$ cat src/sv/ows_pkg.sv
// Package for the 1-Wire ROM search core: request and status codes,
// item, result and search state types, and the direction lookup helper.
// No dependencies.
package ows_pkg;

   // Address length of one ROM search pass
   localparam int ROM_BITS   = 64;
   localparam int ADDR_W     = 64;
   localparam int ADDR_IDX_W = $clog2(ADDR_W);
   localparam int POS_W      = 7;

   localparam logic [ADDR_W-1:0] ADDR_MASK =
      (ROM_BITS >= ADDR_W) ? {ADDR_W{1'b1}}
                           : ((ADDR_W'(1) << ROM_BITS) - ADDR_W'(1));

   // Request kinds carried in req_tuser
   typedef enum logic [1:0] {
      REQ_RESET   = 2'd0,
      REQ_START   = 2'd1,
      REQ_TRIPLET = 2'd2
   } req_kind_type;

   // Result status carried in rsp_tuser
   typedef enum logic [2:0] {
      ST_RESET_DONE  = 3'd0,
      ST_RUNNING     = 3'd1,
      ST_FOUND       = 3'd2,
      ST_EXHAUSTED   = 3'd3,
      ST_NO_PRESENCE = 3'd4,
      ST_BUS_ERROR   = 3'd5,
      ST_IDLE        = 3'd6
   } status_type;

   typedef struct packed {
      logic [1:0] req_type;
      logic       presence;
      logic       id_bit;
      logic       comp_bit;
      logic       taken_dir;
   } item_type;

   typedef struct packed {
      logic [2:0]        status;
      logic              next_dir;
      logic [POS_W-1:0]  bit_number;
      logic [ADDR_W-1:0] rom_address;
   } result_type;

   typedef struct packed {
      logic [ADDR_W-1:0] search_addr;
      logic [POS_W-1:0]  last_discrep;
      logic              exhausted_flag;
      logic              pass_active;
      logic [POS_W-1:0]  bit_counter;
      logic [POS_W-1:0]  last_zero_pos;
   } state_type;

   localparam state_type STATE_RESET = '{
      search_addr:    '0,
      last_discrep:   '0,
      exhausted_flag: 1'b0,
      pass_active:    1'b0,
      bit_counter:    POS_W'(1),
      last_zero_pos:  '0
   };

   // Direction for a bit: stored bit below the last discrepancy, 1 at it, 0 above
   function automatic logic dir_for(input logic [ADDR_W-1:0] addr,
                                    input logic [POS_W-1:0]  last_d,
                                    input logic [POS_W-1:0]  pos);
      logic [POS_W-1:0] pos_m1;
      pos_m1 = pos - POS_W'(1);
      if (pos < last_d)
         return addr[pos_m1[ADDR_IDX_W-1:0]];
      return (pos == last_d);
   endfunction

endpackage

$ cat src/sv/ows_step.sv
// Next-state and result logic for one search item.
// Depends on ows_pkg.
module ows_step (
   input  ows_pkg::state_type  cur,
   input  ows_pkg::item_type   item,
   output ows_pkg::state_type  nxt,
   output ows_pkg::result_type res
);
   import ows_pkg::*;

   logic [POS_W-1:0]  pos;
   logic [POS_W-1:0]  pos_m1;
   logic [ADDR_W-1:0] addr_upd;

   // Bit being resolved, forced to 1 when the counter is out of range
   always_comb begin
      if (cur.bit_counter < POS_W'(1) || cur.bit_counter > POS_W'(ROM_BITS)) begin
         pos = POS_W'(1);
      end else begin
         pos = cur.bit_counter;
      end
      pos_m1 = pos - POS_W'(1);
   end

   // Address with the taken direction written at the current bit
   always_comb begin
      addr_upd = cur.search_addr;
      addr_upd[pos_m1[ADDR_IDX_W-1:0]] = item.taken_dir;
      addr_upd = addr_upd & ADDR_MASK;
   end

   // Per-request state update and answer
   always_comb begin
      nxt             = cur;
      res.status      = ST_IDLE;
      res.next_dir    = 1'b0;
      res.rom_address = '0;
      case (item.req_type)
         REQ_RESET: begin
            nxt        = STATE_RESET;
            res.status = ST_RESET_DONE;
         end
         REQ_START: begin
            nxt.pass_active = 1'b0;
            nxt.bit_counter = POS_W'(1);
            if (cur.exhausted_flag) begin
               res.status = ST_EXHAUSTED;
            end else if (!item.presence) begin
               res.status = ST_NO_PRESENCE;
            end else begin
               nxt.pass_active   = 1'b1;
               nxt.last_zero_pos = '0;
               res.status        = ST_RUNNING;
               res.next_dir      = dir_for(cur.search_addr, cur.last_discrep,
                                           POS_W'(1));
            end
         end
         REQ_TRIPLET: begin
            if (!cur.pass_active) begin
               res.status = ST_IDLE;
            end else if (item.id_bit && item.comp_bit) begin
               // no device answered either value
               nxt.pass_active = 1'b0;
               nxt.bit_counter = POS_W'(1);
               res.status      = ST_BUS_ERROR;
            end else begin
               // zero-branch taken at a discrepancy
               if (!item.id_bit && !item.comp_bit && !item.taken_dir) begin
                  nxt.last_zero_pos = pos;
               end
               nxt.search_addr = addr_upd;
               if (pos >= POS_W'(ROM_BITS)) begin
                  nxt.last_discrep = nxt.last_zero_pos;
                  if (nxt.last_zero_pos == '0) begin
                     nxt.exhausted_flag = 1'b1;
                  end
                  nxt.pass_active = 1'b0;
                  nxt.bit_counter = POS_W'(1);
                  res.status      = ST_FOUND;
                  res.rom_address = addr_upd;
               end else begin
                  nxt.bit_counter = pos + POS_W'(1);
                  res.status      = ST_RUNNING;
                  res.next_dir    = dir_for(addr_upd, cur.last_discrep,
                                            pos + POS_W'(1));
               end
            end
         end
         default: begin
            res.status = ST_IDLE;
         end
      endcase
      res.bit_number = nxt.bit_counter;
   end

endmodule

$ cat src/sv/one_wire_rom_search_core.sv
// Top level of the 1-Wire ROM search core: input register, search state,
// result register and stream handshakes. Depends on ows_pkg and ows_step.
//
//  channel | dir | tuser            | tdata
//  --------+-----+------------------+---------------------------------------
//  req     | in  | [1:0] req_type   | [0] presence [1] id_bit [2] comp_bit
//          |     |                  | [3] taken_dir [7:4] zero
//  rsp     | out | [2:0] status     | [0] next_dir [7:1] bit_number
//          |     |                  | [71:8] rom_address
//
// One item per clock sustained while rsp is not stalled; an item passes the
// input register, then the result register. The rate is set by the state
// update loop from state_ff through ows_step. Synchronous reset clears the
// search state and both valid flags; no clearing pass is needed. A stalled
// rsp holds its result while one more item waits in the input register.
module one_wire_rom_search_core (
   input  logic        clock,
   input  logic        reset,
   input  logic        req_tvalid,
   output logic        req_tready,
   input  logic [7:0]  req_tdata,   // presence, id_bit, comp_bit, taken_dir, pad
   input  logic [1:0]  req_tuser,   // req_type
   output logic        rsp_tvalid,
   input  logic        rsp_tready,
   output logic [71:0] rsp_tdata,   // next_dir, bit_number, rom_address
   output logic [2:0]  rsp_tuser    // status
);
   import ows_pkg::*;

   item_type   in_ff;
   item_type   in_in;
   logic       in_valid_ff;
   logic       in_valid_in;
   state_type  state_ff;
   state_type  state_in;
   result_type rsp_ff;
   result_type rsp_in;
   logic       rsp_valid_ff;
   logic       rsp_valid_in;
   state_type  step_state;
   result_type step_res;
   logic       advance;

   // Move the held item to the result register when that is free
   assign advance    = in_valid_ff && (!rsp_valid_ff || rsp_tready);
   assign req_tready = !in_valid_ff || advance;

   ows_step u_step (
      .cur  (state_ff),
      .item (in_ff),
      .nxt  (step_state),
      .res  (step_res)
   );

   // Next values for the pipeline registers
   always_comb begin
      in_in       = in_ff;
      in_valid_in = in_valid_ff;
      if (req_tvalid && req_tready) begin
         in_in.req_type  = req_tuser;
         in_in.presence  = req_tdata[0];
         in_in.id_bit    = req_tdata[1];
         in_in.comp_bit  = req_tdata[2];
         in_in.taken_dir = req_tdata[3];
         in_valid_in     = 1'b1;
      end else if (advance) begin
         in_valid_in = 1'b0;
      end

      state_in     = advance ? step_state : state_ff;
      rsp_in       = advance ? step_res : rsp_ff;
      rsp_valid_in = rsp_valid_ff;
      if (advance) begin
         rsp_valid_in = 1'b1;
      end else if (rsp_tready) begin
         rsp_valid_in = 1'b0;
      end
   end

   // Control and state registers
   always_ff @(posedge clock) begin
      if (reset) begin
         in_valid_ff  <= 1'b0;
         rsp_valid_ff <= 1'b0;
         state_ff     <= STATE_RESET;
      end else begin
         in_valid_ff  <= in_valid_in;
         rsp_valid_ff <= rsp_valid_in;
         state_ff     <= state_in;
      end
   end

   // Payload registers
   always_ff @(posedge clock) begin
      in_ff  <= in_in;
      rsp_ff <= rsp_in;
   end

   assign rsp_tvalid = rsp_valid_ff;
   assign rsp_tuser  = rsp_ff.status;
   assign rsp_tdata  = {rsp_ff.rom_address, rsp_ff.bit_number, rsp_ff.next_dir};

`ifndef SYNTHESIS
   // An open pass always points at a bit inside the address
   a_pass_pos: assert property (@(posedge clock) disable iff (reset)
      state_ff.pass_active |-> (state_ff.bit_counter >= POS_W'(1) &&
                                state_ff.bit_counter <= POS_W'(ROM_BITS)))
      else $error("bit counter out of range during pass");

   // With no pass open the counter rests at the first bit
   a_idle_pos: assert property (@(posedge clock) disable iff (reset)
      !state_ff.pass_active |-> state_ff.bit_counter == POS_W'(1))
      else $error("bit counter not at first bit while idle");

   // Direction only accompanies a running answer
   a_dir_running: assert property (@(posedge clock) disable iff (reset)
      (rsp_tvalid && rsp_tuser != ST_RUNNING) |-> !rsp_tdata[0])
      else $error("next_dir set outside running status");

   // Address only accompanies a found answer
   a_addr_found: assert property (@(posedge clock) disable iff (reset)
      (rsp_tvalid && rsp_tuser != ST_FOUND) |-> rsp_tdata[71:8] == '0)
      else $error("rom_address set outside found status");
`endif

endmodule

$ cat config.mk
export PLATFORM = sky130hd
export DESIGN_NAME = one_wire_rom_search_core
export DESIGN_NICKNAME = d
export VERILOG_FILES = /design/src/sv/ows_pkg.sv /design/src/sv/ows_step.sv /design/src/sv/one_wire_rom_search_core.sv
export SDC_FILE = /design/constraint.sdc
export NUM_CORES = 1
export LEC_CHECK = 0
export ABC_AREA = 1
export BUFFER_PORTS_ARGS = -buffer_cell sky130_fd_sc_hd__buf_2
export CAP_MARGIN = 10
export CORE_UTILIZATION = 55
export CTS_BUF_LIST = sky130_fd_sc_hd__clkbuf_4 sky130_fd_sc_hd__clkbuf_8
export DETAILED_ROUTE_END_ITERATION = 16
export HOLD_SLACK_MARGIN = 0.15
export PLACE_DENSITY = 0.85
export SYNTH_ARGS = -nofsm -noshare
export SYNTH_HDL_FRONTEND = slang
export SYNTH_SLANG_ARGS = --single-unit
$ cat constraint.sdc
create_clock -name clock -period 3.8 [get_ports clock]
set_input_delay 0.19 -clock clock [delete_from_list [all_inputs] [get_ports clock]]
set_output_delay 0.19 -clock clock [all_outputs]
set_load 0.005 [all_outputs]
==> summary.txt <==
STA
  – Relative slew slack: 42.5%
  – Final setup fails: 0
  – Fmax: 277 MHz
  – Slew Viols, Final: 0
  – Final worst path period share: 95.1%
  – Worst clock skew: 0.0106 ns
  – Period minus WS final: 3.62 ns
  – Worst-Margin Slew: 0.859 ns
  – Hold Vio Cnt, Final: 0

GRT
  – GR Util All Layers: 27.9%
  – Antenna violations before repair: 0
  – Largest net degree at the start of global routing: 50
  – Global-route wire length before repair: 38.7 mm
  – Vias in the first global route: 8,187
  – Final global-route overflow total: 0

Power
  – LEAKAGE: 0.00394 uW
  – Peak supply drop: 0.000192 V
  – Power per standard cell area: 342 nW/um^2
  – Pwr Total: 3620 uW

Synth
  – Synth Warn #: 0
  – Register area share after synthesis: 45.4%
  – Most frequent cell after synthesis: nand2_1
  – Distinct cells, synth: 47
  – Top cell type by total area after synthesis: edfxtp_1
  – Post-Syn Area: 9270 sq um
  – Seq cells post-synth: 170
  – EDFF count, synth: 81
  – Area fraction of the dominant cell type after synthesis: 26.2%
  – Post-Synthesis Cells: 1,245
  – Synth Flop Type: dfxtp_1
  – Syn_area_per_cell: 7.45 sq um
  – Post-synth top cells: nand2_1, nand3_1, inv_1
  – Ys async rst share: 0%
  – Largest cells by area after synthesis: edfxtp_1, dfxtp_1, nand2_1
  – Mapped Nets: 1,272

Finish
  – Design Area, Final: 10,600 sq um
  – Final Net Count: 1,368
  – Area growth, synth to finish: 14.1%
  – Layout cells sized above 1: 16.0%
  – Diodes inserted: 0

Worst setup path
  – Worst r2r path cells: 26
  – Setup CP Type: reg2reg
  – Crit path DAT: 3.84 ns
  – CP max FO: 11
  – Critical path data required time: 4.03 ns
  – Crit start category: flop
  – CP Capture Type: flop

Status
  – Status: finished clean

Placement
  – I/O Buffers: 86
  – DP HPWL: 16.2 mm
  – Area post-placement: 9950 sq um
  – RD Place Congestion: 0.932

Clocking
  – Worst-case clock buffer depth: 2
  – Clk_lat worst skew: 0.47 ns
  – # clock sinks: 170
  – Reg clk slew, reported paths: 0.09 ns
  – CTS H-Tree Depth: 4
  – Clock root cell: clkbuf_8
  – CTS tree: built
  – Total CTS buffers: 17

Floorplanning
  – FP Rows: 47
  – Die Area: 17,400 sq um
  – Io pins: 91
  – Initial Util: 56.1%
  – DIE HEIGHT: 132 um
  – Core area: 16,500 sq um
  – Die X: 132 um

Drt
  – Via density: 5.77
  – Wire per inst: 15.6 um
  – Final WL: 24.6 mm
  – Initial drt markers: 1,277
  – Drt first pass iters: 9
  – Wire length on met2: 11.7 mm
  – Routed wl met3: 2.12 mm
  – Antenna viol nets, final: 0
  – Uppermost layer routed: met4
  – Met1 wire length: 9.84 mm
  – Via count: 9,075
  – DRC errors left: 0

Min path
  – Min-Delay Path Depth: 2
  – Worst min-delay path category: in2reg

Run
  – MaxCap Viol Count: 0
registers in the layout (all words and copies together), names as in the netlist:
register	count
rsp_tdata	72
rsp_tuser	3
in_ff	6
in_valid_ff	1
state_ff	87
rsp_tvalid	1
path summary, 6_finish.rpt:
kind / end / from / slack [ns]
max: rsp_tdata[0] / state_ff[13] / 0.18
min reg2reg: state_ff[1] / state_ff[1] / 0.47
max reg2reg: rsp_tdata[0] / state_ff[13] / 0.18
min: state_ff[40] / reset / 0.28
per-stage QoR:
step                instances  setup TNS, ns  hold slack, ns  worst slack [ns]  util [%]
floorplan                1245              0           0.289             0.122         -
global placement         1524              0           0.366             0.203      60.2
detailed placement       1524              0           0.368            0.0990      60.2
CTS                      1565              0           0.260            0.0832      63.2
global route             1574        -0.0517           0.300           -0.0517      64.0
finish                   1574              0           0.280             0.184      64.0
layout make-up:
class                      instances  area, sq um
clock buffer                      26          339
clock inverter                     6         61.3
fill                            1394         5950
inverter                         114          443
multi-input combinational        899         4340
sequential                       170         4220
tap                              220          275
timing repair buffer             138          897
timing repair inverter             1         7.51
logic make-up (layout without fill, tap and decap cells):
kind of cell / count (synthesis) / in the layout / share of synthesized area [%]
adders and majority gates: 13 / 13 / 1.75
buffers and inverters: 176 / 285 / 8.06
and+or+nand+nor: 727 / 727 / 35.1
DFF: 170 / 170 / 45.4
AOI/OAI and AO/OA: 155 / 155 / 9.03
xor gates and xnor gates: 4 / 4 / 0.661
metal layers:
| layer | global-route usage, % | vias up |
|---|---|---|
| li1 | - | 4331 |
| met1 | 34.6 | 4150 |
| met2 | 45.9 | 496 |
| met3 | 5.11 | 98 |
| met4 | 15.5 | 0 |
| met5 | 0 | - |
report_power, final:
part | internal (uW) | switching [uW]
combinational | 107 | 253
clock | 645 | 636
sequential | 1960 | 19.0
placed cells by master (no fill, tap or decap), drive strengths merged:
cell type	count
nand2	360
nand3	232
buf	129
nor2	115
inv	112
a21oi	101
dfxtp	89
edfxtp	81
o21ai	31
clkbuf	26
ha	13
o22ai	9
dlygate4sd3	9
nand4	8
nor3	8
o21bai	5
clkinvlp	4
clkinv	4
xor2	4
a31oi	2
nor4	2
o211ai	2
o221ai	1
a22oi	1
or2	1
o32ai	1
nand3b	1
a21o	1
a211oi	1
bufinv	1
repair_timing:
action | in CTS | in global routing
hold endpoints to repair | 8 | 0
endpoints found under the setup margin | 0 | 1
gates resized for setup | 0 | 14
hold buffers | 9 | 0
setup buffers | 0 | 8
critical path: stages (launching register included):
cell and delay [ns]:
dfxtp_1 0.38, inv_4 0.13, nand2_1 0.06, nor2_1 0.13
nand2_2 0.14, nand2_1 0.14, nor2_2 0.05, inv_1 0.07
ha_2 0.24, nand3_1 0.14, inv_1 0.11, nand4_1 0.16
nand2_4 0.16, nand2_1 0.11, nor2_1 0.13, buf_4 0.19
nand3_1 0.12, nand3_1 0.15, nand3_1 0.11, nand3_1 0.10
nand3_1 0.08, nand3_1 0.10, nand3_1 0.07, nand2_1 0.11
nand2_1 0.06, nand2_1 0.08, a21oi_2 0.05
Note: power is estimated with default switching activity, not from simulation.
